===== src/hdl/crfe_pkg.sv =====
// ----------------------------------------------------------------------------
// crfe_pkg: shared definitions for the clipped rectangle fill engine
// widths, reset values, action and register codes, clip result type
// ----------------------------------------------------------------------------
`default_nettype none

package crfe_pkg;

  // fixed widths
  localparam int unsigned DIM_BITS      = 12;
  localparam int unsigned ADDR_BITS     = 32;
  localparam int unsigned STRIDE_BITS   = 16;
  localparam int unsigned ACTION_BITS   = 2;
  localparam int unsigned CFG_IDX_BITS  = 3;
  localparam int unsigned CFG_DATA_BITS = 32;
  localparam int unsigned PART_BITS     = 2;
  localparam int unsigned NUM_PARTS     = 4;

  // defaults for the top level parameters
  localparam int unsigned COORD_BITS_DEF  = 16;
  localparam int unsigned COLOUR_BITS_DEF = 32;

  // register reset values
  localparam logic [DIM_BITS-1:0]    CANVAS_W_RST = DIM_BITS'(640);
  localparam logic [DIM_BITS-1:0]    CANVAS_H_RST = DIM_BITS'(400);
  localparam logic [STRIDE_BITS-1:0] STRIDE_RST   = STRIDE_BITS'(640);

  // last frame part (right edge)
  localparam logic [PART_BITS-1:0] PART_LAST = PART_BITS'(NUM_PARTS - 1);

  typedef enum logic [ACTION_BITS-1:0] {
    ACT_TICK  = 2'd0,
    ACT_FILL  = 2'd1,
    ACT_FRAME = 2'd2
  } action_e;

  typedef enum logic [CFG_IDX_BITS-1:0] {
    CFG_CANVAS_PRESENT = 3'd0,
    CFG_FRAME_BASE     = 3'd1,
    CFG_CANVAS_WIDTH   = 3'd2,
    CFG_CANVAS_HEIGHT  = 3'd3,
    CFG_ROW_STRIDE     = 3'd4
  } cfg_idx_e;

  // one clipped rectangle, fields valid only when ok is set
  typedef struct packed {
    logic                ok;
    logic [DIM_BITS-1:0] x;
    logic [DIM_BITS-1:0] y;
    logic [DIM_BITS-1:0] w;
    logic [DIM_BITS-1:0] h;
  } clip_res_t;

endpackage

`default_nettype wire


===== src/hdl/crfe_if.sv =====
// ----------------------------------------------------------------------------
// crfe channel interfaces
// command channel into the engine and pixel write channel out of it
// ----------------------------------------------------------------------------
`default_nettype none

interface crfe_cmd_if #(
  parameter int unsigned COORD_BITS  = crfe_pkg::COORD_BITS_DEF,
  parameter int unsigned COLOUR_BITS = crfe_pkg::COLOUR_BITS_DEF
) ();
  import crfe_pkg::*;

  logic                          valid;
  logic                          ready;
  logic [ACTION_BITS-1:0]        action;
  logic signed [COORD_BITS-1:0]  rect_x;
  logic signed [COORD_BITS-1:0]  rect_y;
  logic signed [COORD_BITS-1:0]  rect_w;
  logic signed [COORD_BITS-1:0]  rect_h;
  logic signed [COORD_BITS-1:0]  edge_thickness;
  logic [COLOUR_BITS-1:0]        fill_colour;

  modport source (
    output valid, action, rect_x, rect_y, rect_w, rect_h, edge_thickness, fill_colour,
    input  ready
  );
  modport sink (
    input  valid, action, rect_x, rect_y, rect_w, rect_h, edge_thickness, fill_colour,
    output ready
  );
endinterface

interface crfe_pix_if #(
  parameter int unsigned COLOUR_BITS = crfe_pkg::COLOUR_BITS_DEF
) ();
  import crfe_pkg::*;

  logic                   valid;
  logic                   ready;
  logic [ADDR_BITS-1:0]   pixel_address;
  logic [COLOUR_BITS-1:0] pixel_value;
  logic                   last_of_command;

  modport source (
    output valid, pixel_address, pixel_value, last_of_command,
    input  ready
  );
  modport sink (
    input  valid, pixel_address, pixel_value, last_of_command,
    output ready
  );
endinterface

`default_nettype wire


===== src/hdl/crfe_clip.sv =====
// ----------------------------------------------------------------------------
// crfe_clip: clip one signed rectangle to the canvas
// negative origins shorten the size, far edges are cut at the canvas size
// ----------------------------------------------------------------------------
`default_nettype none

module crfe_clip #(
  parameter int unsigned CW = 20
) (
  input  logic signed [CW-1:0]            x_i,
  input  logic signed [CW-1:0]            y_i,
  input  logic signed [CW-1:0]            w_i,
  input  logic signed [CW-1:0]            h_i,
  input  logic [crfe_pkg::DIM_BITS-1:0]   canvas_w_i,
  input  logic [crfe_pkg::DIM_BITS-1:0]   canvas_h_i,
  output crfe_pkg::clip_res_t             res_o
);
  import crfe_pkg::*;

  logic signed [CW-1:0] cw_s, ch_s;
  logic signed [CW-1:0] x_end, y_end;
  logic signed [CW-1:0] x_lo, y_lo;
  logic signed [CW-1:0] x_hi, y_hi;
  logic signed [CW-1:0] w_c, h_c;

  assign cw_s = $signed({{(CW-DIM_BITS){1'b0}}, canvas_w_i});
  assign ch_s = $signed({{(CW-DIM_BITS){1'b0}}, canvas_h_i});

  // far edges, then clamp both ends
  assign x_end = x_i + w_i;
  assign y_end = y_i + h_i;
  assign x_lo  = (x_i < 0) ? '0 : x_i;
  assign y_lo  = (y_i < 0) ? '0 : y_i;
  assign x_hi  = (x_end > cw_s) ? cw_s : x_end;
  assign y_hi  = (y_end > ch_s) ? ch_s : y_end;
  assign w_c   = x_hi - x_lo;
  assign h_c   = y_hi - y_lo;

  // a nonempty result lies inside the canvas, so the low bits suffice
  assign res_o.ok = (w_c > 0) && (h_c > 0);
  assign res_o.x  = x_lo[DIM_BITS-1:0];
  assign res_o.y  = y_lo[DIM_BITS-1:0];
  assign res_o.w  = w_c[DIM_BITS-1:0];
  assign res_o.h  = h_c[DIM_BITS-1:0];

endmodule

`default_nettype wire


===== src/hdl/clipped_rect_fill_engine_unit.sv =====
// ----------------------------------------------------------------------------
// clipped_rect_fill_engine_unit: framebuffer rectangle and frame filler
// clips fill and frame commands to the canvas and emits one pixel write per tick
// ----------------------------------------------------------------------------
// usage
//   cmd_i carries items: a fill or frame command loads the walker, a tick item
//   asks for the next pixel write. commands that arrive while a rectangle is
//   still being walked are dropped; ticks while idle give nothing
//   pix_o carries pixel writes (address, colour, last of command flag)
//   cfg_* writes the canvas registers, one per cycle, no read-back
// timing
//   an accepted item is held in the input register; a tick's pixel write then
//   goes into the output register, which drives pix_o
//   one item per clock sustained while pix_o is not held off; the path that sets
//   the clock is the four parallel clippers, the first nonempty part pick, the row
//   times stride multiply and the base address add
// reset
//   walker idle, output empty, canvas absent, 640 by 400 with stride 640
// stalls
//   when pix_o is held off the output register keeps its write and a tick in
//   the input register waits; commands and idle ticks still drain, and the
//   input register refills in the same cycle it empties
// ----------------------------------------------------------------------------
`default_nettype none

module clipped_rect_fill_engine_unit #(
  parameter int unsigned COORD_BITS  = crfe_pkg::COORD_BITS_DEF,
  parameter int unsigned COLOUR_BITS = crfe_pkg::COLOUR_BITS_DEF
) (
  input  logic                               clk_i,
  input  logic                               rst_ni,
  input  logic                               cfg_we_i,
  input  logic [crfe_pkg::CFG_IDX_BITS-1:0]  cfg_index_i,
  input  logic [crfe_pkg::CFG_DATA_BITS-1:0] cfg_wdata_i,
  crfe_cmd_if.sink                           cmd_i,
  crfe_pix_if.source                         pix_o
);
  import crfe_pkg::*;

  // coordinate width with room for x + w - t and the canvas size
  localparam int unsigned CW = ((COORD_BITS > DIM_BITS) ? COORD_BITS : DIM_BITS) + 4;
  localparam int unsigned PROD_BITS = DIM_BITS + STRIDE_BITS;

  // configuration registers
  logic                   canvas_present_q;
  logic [ADDR_BITS-1:0]   frame_base_q;
  logic [DIM_BITS-1:0]    canvas_width_q;
  logic [DIM_BITS-1:0]    canvas_height_q;
  logic [STRIDE_BITS-1:0] row_stride_q;

  // input register
  logic                         s1_valid_q;
  logic [ACTION_BITS-1:0]       s1_action_q;
  logic signed [COORD_BITS-1:0] s1_x_q, s1_y_q, s1_w_q, s1_h_q, s1_t_q;
  logic [COLOUR_BITS-1:0]       s1_colour_q;

  // walker state
  logic                         busy_q, busy_d;
  logic                         frame_mode_q, frame_mode_d;
  logic [PART_BITS-1:0]         frame_part_q, frame_part_d;
  logic signed [COORD_BITS-1:0] sv_x_q, sv_y_q, sv_w_q, sv_h_q, sv_t_q;
  logic [COLOUR_BITS-1:0]       sv_colour_q;
  logic [DIM_BITS-1:0]          clip_left_q, clip_left_d;
  logic [DIM_BITS-1:0]          clip_width_q, clip_width_d;
  logic [DIM_BITS-1:0]          rows_left_q, rows_left_d;
  logic [DIM_BITS-1:0]          column_index_q, column_index_d;
  logic [ADDR_BITS-1:0]         row_start_q, row_start_d;

  // output register
  logic                   out_valid_q;
  logic [ADDR_BITS-1:0]   out_addr_q;
  logic [COLOUR_BITS-1:0] out_value_q;
  logic                   out_last_q;

  // handshake
  logic is_tick, is_fill, is_frame, is_cmd;
  logic s1_emits, out_free, s1_adv, in_take;

  assign is_tick  = (s1_action_q == ACT_TICK);
  assign is_fill  = (s1_action_q == ACT_FILL);
  assign is_frame = (s1_action_q == ACT_FRAME);
  assign is_cmd   = is_fill || is_frame;

  assign s1_emits = is_tick && busy_q;
  assign out_free = !out_valid_q || pix_o.ready;
  assign s1_adv   = s1_valid_q && (!s1_emits || out_free);
  assign in_take  = cmd_i.valid && cmd_i.ready;

  assign cmd_i.ready = !s1_valid_q || s1_adv;

  // clip sources: the new command, or the saved one while walking a frame
  logic signed [CW-1:0] src_x, src_y, src_w, src_h, src_t;
  logic signed [CW-1:0] p0_h, p1_y, p3_x;

  assign src_x = is_cmd ? CW'(s1_x_q) : CW'(sv_x_q);
  assign src_y = is_cmd ? CW'(s1_y_q) : CW'(sv_y_q);
  assign src_w = is_cmd ? CW'(s1_w_q) : CW'(sv_w_q);
  assign src_h = is_cmd ? CW'(s1_h_q) : CW'(sv_h_q);
  assign src_t = is_cmd ? CW'(s1_t_q) : CW'(sv_t_q);

  // part zero doubles as the plain fill rectangle
  assign p0_h = is_fill ? src_h : src_t;
  assign p1_y = src_y + src_h - src_t;
  assign p3_x = src_x + src_w - src_t;

  clip_res_t clip_res [NUM_PARTS];

  // top, bottom, left, right
  crfe_clip #(.CW(CW)) u_clip_top (
    .x_i(src_x), .y_i(src_y), .w_i(src_w), .h_i(p0_h),
    .canvas_w_i(canvas_width_q), .canvas_h_i(canvas_height_q), .res_o(clip_res[0])
  );
  crfe_clip #(.CW(CW)) u_clip_bottom (
    .x_i(src_x), .y_i(p1_y), .w_i(src_w), .h_i(src_t),
    .canvas_w_i(canvas_width_q), .canvas_h_i(canvas_height_q), .res_o(clip_res[1])
  );
  crfe_clip #(.CW(CW)) u_clip_left (
    .x_i(src_x), .y_i(src_y), .w_i(src_t), .h_i(src_h),
    .canvas_w_i(canvas_width_q), .canvas_h_i(canvas_height_q), .res_o(clip_res[2])
  );
  crfe_clip #(.CW(CW)) u_clip_right (
    .x_i(p3_x), .y_i(src_y), .w_i(src_t), .h_i(src_h),
    .canvas_w_i(canvas_width_q), .canvas_h_i(canvas_height_q), .res_o(clip_res[3])
  );

  // first nonempty part among those still allowed
  logic [NUM_PARTS-1:0] allow, cand;
  logic                 sel_found;
  logic [PART_BITS-1:0] sel_idx;
  clip_res_t            sel;
  logic [PROD_BITS-1:0] sel_prod;
  logic [ADDR_BITS-1:0] load_addr;

  always_comb begin
    sel_found = 1'b0;
    sel_idx   = '0;
    for (int p = 0; p < NUM_PARTS; p++) begin
      if (is_fill) begin
        allow[p] = (p == 0);
      end else if (is_frame) begin
        allow[p] = 1'b1;
      end else begin
        allow[p] = (PART_BITS'(p) > frame_part_q);
      end
      cand[p] = allow[p] && clip_res[p].ok && canvas_present_q;
    end
    for (int p = NUM_PARTS - 1; p >= 0; p--) begin
      if (cand[p]) begin
        sel_found = 1'b1;
        sel_idx   = PART_BITS'(p);
      end
    end
  end

  assign sel       = clip_res[sel_idx];
  assign sel_prod  = sel.y * row_stride_q;
  assign load_addr = frame_base_q + ADDR_BITS'(sel_prod);

  // pixel walk
  logic [ADDR_BITS-1:0] tick_addr;
  logic [DIM_BITS-1:0]  col_inc, rows_dec;
  logic                 row_done, part_done, next_part, tick_last, frame_ok;

  assign tick_addr = row_start_q + ADDR_BITS'(clip_left_q) + ADDR_BITS'(column_index_q);
  assign col_inc   = column_index_q + 1'b1;
  assign rows_dec  = rows_left_q - 1'b1;
  assign row_done  = (col_inc >= clip_width_q);
  assign part_done = row_done && (rows_dec == '0);
  assign next_part = frame_mode_q && (frame_part_q != PART_LAST) && sel_found;
  assign tick_last = part_done && !next_part;
  assign frame_ok  = is_fill || ((s1_t_q > 0) && (s1_w_q > 0) && (s1_h_q > 0));

  always_comb begin
    busy_d         = busy_q;
    frame_mode_d   = frame_mode_q;
    frame_part_d   = frame_part_q;
    clip_left_d    = clip_left_q;
    clip_width_d   = clip_width_q;
    rows_left_d    = rows_left_q;
    column_index_d = column_index_q;
    row_start_d    = row_start_q;
    if (s1_adv && is_cmd && !busy_q) begin
      frame_mode_d = is_frame;
      frame_part_d = '0;
      busy_d       = frame_ok && sel_found;
      if (frame_ok && sel_found) begin
        frame_part_d   = sel_idx;
        clip_left_d    = sel.x;
        clip_width_d   = sel.w;
        rows_left_d    = sel.h;
        column_index_d = '0;
        row_start_d    = load_addr;
      end
    end else if (s1_adv && s1_emits) begin
      column_index_d = col_inc;
      if (row_done) begin
        column_index_d = '0;
        rows_left_d    = rows_dec;
        row_start_d    = row_start_q + ADDR_BITS'(row_stride_q);
        if (part_done) begin
          if (next_part) begin
            // move on to the next nonempty frame part
            frame_part_d   = sel_idx;
            clip_left_d    = sel.x;
            clip_width_d   = sel.w;
            rows_left_d    = sel.h;
            row_start_d    = load_addr;
          end else begin
            busy_d = 1'b0;
          end
        end
      end
    end
  end

  // configuration writes
  always_ff @(posedge clk_i or negedge rst_ni) begin
    if (!rst_ni) begin
      canvas_present_q <= 1'b0;
      frame_base_q     <= '0;
      canvas_width_q   <= CANVAS_W_RST;
      canvas_height_q  <= CANVAS_H_RST;
      row_stride_q     <= STRIDE_RST;
    end else if (cfg_we_i) begin
      unique case (cfg_index_i)
        CFG_CANVAS_PRESENT: canvas_present_q <= cfg_wdata_i[0];
        CFG_FRAME_BASE:     frame_base_q     <= cfg_wdata_i[ADDR_BITS-1:0];
        CFG_CANVAS_WIDTH:   canvas_width_q   <= cfg_wdata_i[DIM_BITS-1:0];
        CFG_CANVAS_HEIGHT:  canvas_height_q  <= cfg_wdata_i[DIM_BITS-1:0];
        CFG_ROW_STRIDE:     row_stride_q     <= cfg_wdata_i[STRIDE_BITS-1:0];
        default: ;
      endcase
    end
  end

  // control state
  always_ff @(posedge clk_i or negedge rst_ni) begin
    if (!rst_ni) begin
      s1_valid_q   <= 1'b0;
      out_valid_q  <= 1'b0;
      busy_q       <= 1'b0;
      frame_mode_q <= 1'b0;
      frame_part_q <= '0;
    end else begin
      if (cmd_i.ready) begin
        s1_valid_q <= cmd_i.valid;
      end
      if (s1_adv && s1_emits) begin
        out_valid_q <= 1'b1;
      end else if (pix_o.ready) begin
        out_valid_q <= 1'b0;
      end
      busy_q       <= busy_d;
      frame_mode_q <= frame_mode_d;
      frame_part_q <= frame_part_d;
    end
  end

  // payload, walker counters and saved command
  always_ff @(posedge clk_i) begin
    if (in_take) begin
      s1_action_q <= cmd_i.action;
      s1_x_q      <= cmd_i.rect_x;
      s1_y_q      <= cmd_i.rect_y;
      s1_w_q      <= cmd_i.rect_w;
      s1_h_q      <= cmd_i.rect_h;
      s1_t_q      <= cmd_i.edge_thickness;
      s1_colour_q <= cmd_i.fill_colour;
    end
    if (s1_adv && is_cmd && !busy_q) begin
      sv_x_q      <= s1_x_q;
      sv_y_q      <= s1_y_q;
      sv_w_q      <= s1_w_q;
      sv_h_q      <= s1_h_q;
      sv_t_q      <= s1_t_q;
      sv_colour_q <= s1_colour_q;
    end
    if (s1_adv && s1_emits) begin
      out_addr_q  <= tick_addr;
      out_value_q <= sv_colour_q;
      out_last_q  <= tick_last;
    end
    clip_left_q    <= clip_left_d;
    clip_width_q   <= clip_width_d;
    rows_left_q    <= rows_left_d;
    column_index_q <= column_index_d;
    row_start_q    <= row_start_d;
  end

  assign pix_o.valid           = out_valid_q;
  assign pix_o.pixel_address   = out_addr_q;
  assign pix_o.pixel_value     = out_value_q;
  assign pix_o.last_of_command = out_last_q;

  // a walked rectangle is never empty
  a_busy_nonempty: assert property (@(posedge clk_i) disable iff (!rst_ni)
    busy_q |-> (clip_width_q != '0) && (rows_left_q != '0) &&
               (column_index_q < clip_width_q))
    else $error("walker busy on an empty rectangle");

  // the flagged last write ends the command
  a_last_ends: assert property (@(posedge clk_i) disable iff (!rst_ni)
    (s1_adv && s1_emits && tick_last) |=> !busy_q)
    else $error("engine still busy after last write");

  // without a canvas no command starts the walker
  a_no_canvas: assert property (@(posedge clk_i) disable iff (!rst_ni)
    (s1_adv && is_cmd && !busy_q && !canvas_present_q) |=> !busy_q)
    else $error("command started with canvas absent");

  // a waiting write is not replaced while the receiver stalls
  a_no_overwrite: assert property (@(posedge clk_i) disable iff (!rst_ni)
    (out_valid_q && !pix_o.ready) |-> !(s1_adv && s1_emits))
    else $error("pending pixel write overwritten");

endmodule

`default_nettype wire


===== src/flat_wrapper.sv =====
// flat-port wrapper written by rule: the top's interface ports become plain ports
module clipped_rect_fill_engine_unit_flat import crfe_pkg::*;
#(
  parameter int unsigned COORD_BITS  = crfe_pkg::COORD_BITS_DEF,
  parameter int unsigned COLOUR_BITS = crfe_pkg::COLOUR_BITS_DEF
)
  (clk_i, rst_ni, cfg_we_i, cfg_index_i, cfg_wdata_i, cmd_i_valid, cmd_i_action, cmd_i_rect_x, cmd_i_rect_y, cmd_i_rect_w, cmd_i_rect_h, cmd_i_edge_thickness, cmd_i_fill_colour, cmd_i_ready, pix_o_valid, pix_o_pixel_address, pix_o_pixel_value, pix_o_last_of_command, pix_o_ready);
  crfe_cmd_if #(.COORD_BITS(COORD_BITS), .COLOUR_BITS(COLOUR_BITS)) cmd_i_i ();
  crfe_pix_if #(.COLOUR_BITS(COLOUR_BITS)) pix_o_i ();
  input  logic clk_i;
  input  logic rst_ni;
  input  logic cfg_we_i;
  input  logic [crfe_pkg::CFG_IDX_BITS-1:0] cfg_index_i;
  input  logic [crfe_pkg::CFG_DATA_BITS-1:0] cfg_wdata_i;
  input wire logic [$bits(cmd_i_i.valid)-1:0] cmd_i_valid;
  input wire logic [$bits(cmd_i_i.action)-1:0] cmd_i_action;
  input wire logic [$bits(cmd_i_i.rect_x)-1:0] cmd_i_rect_x;
  input wire logic [$bits(cmd_i_i.rect_y)-1:0] cmd_i_rect_y;
  input wire logic [$bits(cmd_i_i.rect_w)-1:0] cmd_i_rect_w;
  input wire logic [$bits(cmd_i_i.rect_h)-1:0] cmd_i_rect_h;
  input wire logic [$bits(cmd_i_i.edge_thickness)-1:0] cmd_i_edge_thickness;
  input wire logic [$bits(cmd_i_i.fill_colour)-1:0] cmd_i_fill_colour;
  output wire logic [$bits(cmd_i_i.ready)-1:0] cmd_i_ready;
  output wire logic [$bits(pix_o_i.valid)-1:0] pix_o_valid;
  output wire logic [$bits(pix_o_i.pixel_address)-1:0] pix_o_pixel_address;
  output wire logic [$bits(pix_o_i.pixel_value)-1:0] pix_o_pixel_value;
  output wire logic [$bits(pix_o_i.last_of_command)-1:0] pix_o_last_of_command;
  input wire logic [$bits(pix_o_i.ready)-1:0] pix_o_ready;
  assign cmd_i_i.valid = cmd_i_valid;
  assign cmd_i_i.action = cmd_i_action;
  assign cmd_i_i.rect_x = cmd_i_rect_x;
  assign cmd_i_i.rect_y = cmd_i_rect_y;
  assign cmd_i_i.rect_w = cmd_i_rect_w;
  assign cmd_i_i.rect_h = cmd_i_rect_h;
  assign cmd_i_i.edge_thickness = cmd_i_edge_thickness;
  assign cmd_i_i.fill_colour = cmd_i_fill_colour;
  assign cmd_i_ready = cmd_i_i.ready;
  assign pix_o_valid = pix_o_i.valid;
  assign pix_o_pixel_address = pix_o_i.pixel_address;
  assign pix_o_pixel_value = pix_o_i.pixel_value;
  assign pix_o_last_of_command = pix_o_i.last_of_command;
  assign pix_o_i.ready = pix_o_ready;
  clipped_rect_fill_engine_unit #(.COORD_BITS(COORD_BITS), .COLOUR_BITS(COLOUR_BITS)) u_core (.clk_i(clk_i), .rst_ni(rst_ni), .cfg_we_i(cfg_we_i), .cfg_index_i(cfg_index_i), .cfg_wdata_i(cfg_wdata_i), .cmd_i(cmd_i_i), .pix_o(pix_o_i));
endmodule

===== config.mk =====
export PLATFORM = sky130hd
export DESIGN_NAME = clipped_rect_fill_engine_unit_flat
export DESIGN_NICKNAME = d
export VERILOG_FILES = /design/src/hdl/crfe_pkg.sv /design/src/hdl/crfe_if.sv /design/src/hdl/crfe_clip.sv /design/src/hdl/clipped_rect_fill_engine_unit.sv /design/src/flat_wrapper.sv
export SDC_FILE = /design/constraint.sdc
export NUM_CORES = 2
export LEC_CHECK = 0
export BUFFER_PORTS_ARGS = -buffer_cell sky130_fd_sc_hd__buf_2
export CAP_MARGIN = 20
export CORE_MARGIN = 3
export CORE_UTILIZATION = 35
export CTS_CLUSTER_DIAMETER = 40
export DETAILED_ROUTE_END_ITERATION = 10
export PLACE_DENSITY = 0.52
export SLEW_MARGIN = 10
export SYNTH_ARGS = -nofsm -noshare
export SYNTH_HDL_FRONTEND = slang
export SYNTH_SLANG_ARGS = --single-unit

===== constraint.sdc =====
create_clock -name clk_i -period 20.9 [get_ports clk_i]
set_clock_uncertainty 0.15 [all_clocks]
set_input_delay 4.18 -clock clk_i [delete_from_list [all_inputs] [get_ports clk_i]]
set_output_delay 4.18 -clock clk_i [all_outputs]
set_load 0.1 [all_outputs]

==> flow_summary.toml <==
[outcome]
outcome = "complete, no violations"

[setup_path]
cp_common_cell = "a21oi_1"
cp-end-kind = "flop"
cp.required_ns = 21.12
crit_buf_inv = 7
critical_path.max_stage_delay_ns = 0.87
worst_path_max_delay_cell = "mux2i_2"
critPathMaxFanout = 20
startpoint_type = "flop"
path_class = "flop to flop"
critPathTopFamily = "compound AO/OA/AOI/OAI gates"
arrival_ns = 18.83

[grt]
grt_pass1_vias = 32413
grt_max_degree = 67
grt_first_pass_wirelength_um = 201000
grtUsageTotal = 0.217
globalRouteOverflowTotal = 0
antenna_found_initial = 3

[floorplan]
initial_core_util = 0.354
die_y_um = 350
pin_count = 221
coreArea_um2 = 117000
die_area_um2 = 122000
die_x_um = 350
rows = 125

[detailed_routing]
via_count = 32397
ant_nets = 0
dr.first_iter.drc_count = 2298
wl_per_cell_um = 22.2
drtPass1Iterations = 6
routed_wl_um = 133000
drc = 0
via_per_inst = 5.40

[cts]
clock-root-buffer = "clkbuf_16"
cts-hold-fix-buffers = 0
clkLatencyLatePin_ns = 0.68
cts_buffer_depth = 3
cts_tree = "yes"
cts_buffers = 78
path_clk_slew_ns = 0.06
postCtsSetupRepairBufs = 0
ctsResizeCount = 0
clock-sinks = 450
htreeDepth = 3

[synth]
synthCells = 4182
syn_area_um2 = 41300
async_flop_share = 0.176
synth_top_area_frac = 0.270
synth.distinct_cells = 102
synth_area_per_cell_um2 = 9.88
synth_area_leaders = "edfxtp_1 27%, ha_1 13%, fa_1 9.5%"
ys.warnings.count = 0
synth_edf_count = 371
synth.largest_area_cell = "edfxtp_1"
syn_nets = 4952
synthFlopType = "edfxtp_1"
yosys_register_bits = 450
yosysSeqAreaShare = 0.318

[sta]
hold_viol = 0
slew_viol_final = 0
period_minus_slack_ns = 18.61
setup_viol = 0
tightest_slew_ns = 1.12
period_share = 0.890
slew_headroom = 0.233
tns_ns = 0
rsz0062_at_grt = "no"
fmaxAchievable_mhz = 53.7

[cells_and_area]
fin_area_um2 = 46900
nets = 5185
drive_gt1_frac = 0.146
syn_to_final_growth_pct = 13.5

[placement]
io_buffer_count = 220
gp_congestion = 0.945
dpl.hpwl_um = 108000
place_area_um2 = 44200

[run]
drv_cap = 0

[worst_hold_path]
hp-class = "flop to flop"
==> registers in the layout, summed over array words and instances (netlist names), 32 cells and up <==
signal                      cells
u_core.row_start_q             32
u_core.pix_o.pixel_address     32
u_core.frame_base_q            32
u_core.s1_colour_q             32
u_core.sv_colour_q             32
u_core.pix_o.pixel_value       32
==> per-stage QoR <==
stage / std cells / util / setup slack [ns] / hold slack, ns
after CTS: 6003 / 0.402 / 2.38 / 0.265
after global placement: 5856 / 0.379 / 2.80 / 0.250
after global routing: 6004 / 0.402 / 0.915 / 0.271
final: 6005 / 0.402 / 2.29 / 0.265
after detailed placement: 5858 / 0.379 / 2.41 / 0.255
after floorplan: 4182 / - / 3.98 / 0.250
==> cells by family (layout without fill, tap and decap cells) <==
kind of cell               Yosys count  in the layout  synth area share
xor gates and xnor gates           258            258            0.0550
and+or+nand+nor                   1146           1146             0.138
adders and majority gates          616            616             0.222
muxes                              258            258            0.0681
buffers and inverters              529            827            0.0495
AOI/OAI and AO/OA                  925            925             0.150
other                                0              1                 0
DFF                                450            450             0.318
==> cells in the final DEF (no fill, tap or decap), drive strengths merged, types with 75 or more instances in the layout <==
| cell type | count |
|---|---|
| a21o | 104 |
| a21oi | 235 |
| and2 | 102 |
| buf | 259 |
| clkbuf | 88 |
| edfxtp | 371 |
| fa | 196 |
| ha | 420 |
| inv | 440 |
| mux2 | 181 |
| mux2i | 77 |
| nand2 | 345 |
| nand3 | 79 |
| nor2 | 212 |
| nor2b | 75 |
| nor3 | 86 |
| o21ai | 199 |
| xnor2 | 169 |
| xor2 | 88 |
==> synthesized netlist by cell type (48+ instances only) <==
| cell type | number |
|---|---|
| a21o_1 | 104 |
| a21oi_1 | 233 |
| and2_1 | 102 |
| clkbuf_1 | 75 |
| dfrtp_1 | 72 |
| edfxtp_1 | 371 |
| fa_1 | 196 |
| ha_1 | 420 |
| inv_1 | 421 |
| mux2_2 | 179 |
| mux2i_1 | 76 |
| nand2_1 | 345 |
| nand2b_1 | 48 |
| nand3_1 | 79 |
| nor2_1 | 210 |
| nor2b_1 | 75 |
| nor3_1 | 85 |
| o21a_1 | 53 |
| o21ai_0 | 178 |
| xnor2_1 | 169 |
| xor2_1 | 88 |
==> routing by layer <==
layer / share of wire / global-route usage / routed length, um
met5: 0.000082 / 0 / 11
met4: 0.027 / 0.0614 / 3550
met3: 0.054 / 0.0361 / 7180
met2: 0.47 / 0.359 / 62200
met1: 0.45 / 0.294 / 60400
==> final cells by class <==
class	instances	area, um^2
Fill cell	11684	69800
Tap cell	1524	1910
Inverter	423	1590
Timing Repair Buffer	259	1400
Multi-Input combinational cell	3203	26200
Sequential cell	450	13100
Antenna cell	1	2.50
Clock inverter	57	626
Clock buffer	88	2040
==> worst paths after layout <==
| kind | from | end | slack (ns) | cells after the start |
|---|---|---|---|---|
| setup / recovery | u_core.s1_action_q[0] | u_core.row_start_q[31] | 2.29 | 66 |
| hold / removal | u_core.sv_colour_q[22] | u_core.pix_o.pixel_value[22] | 0.26 | 0 |
| setup reg to reg | u_core.s1_action_q[0] | u_core.row_start_q[31] | 2.29 | 66 |
| hold reg to reg | u_core.sv_colour_q[22] | u_core.pix_o.pixel_value[22] | 0.26 | 0 |
| max in group asynchronous | rst_ni | u_core.canvas_width_q[8] | 16.06 | 2 |
| min in group asynchronous | rst_ni | u_core.frame_base_q[13] | 3.30 | 1 |
Power is not shown: default switching activity piles up to over one toggle a cycle in this logic, so the estimate is an artifact.
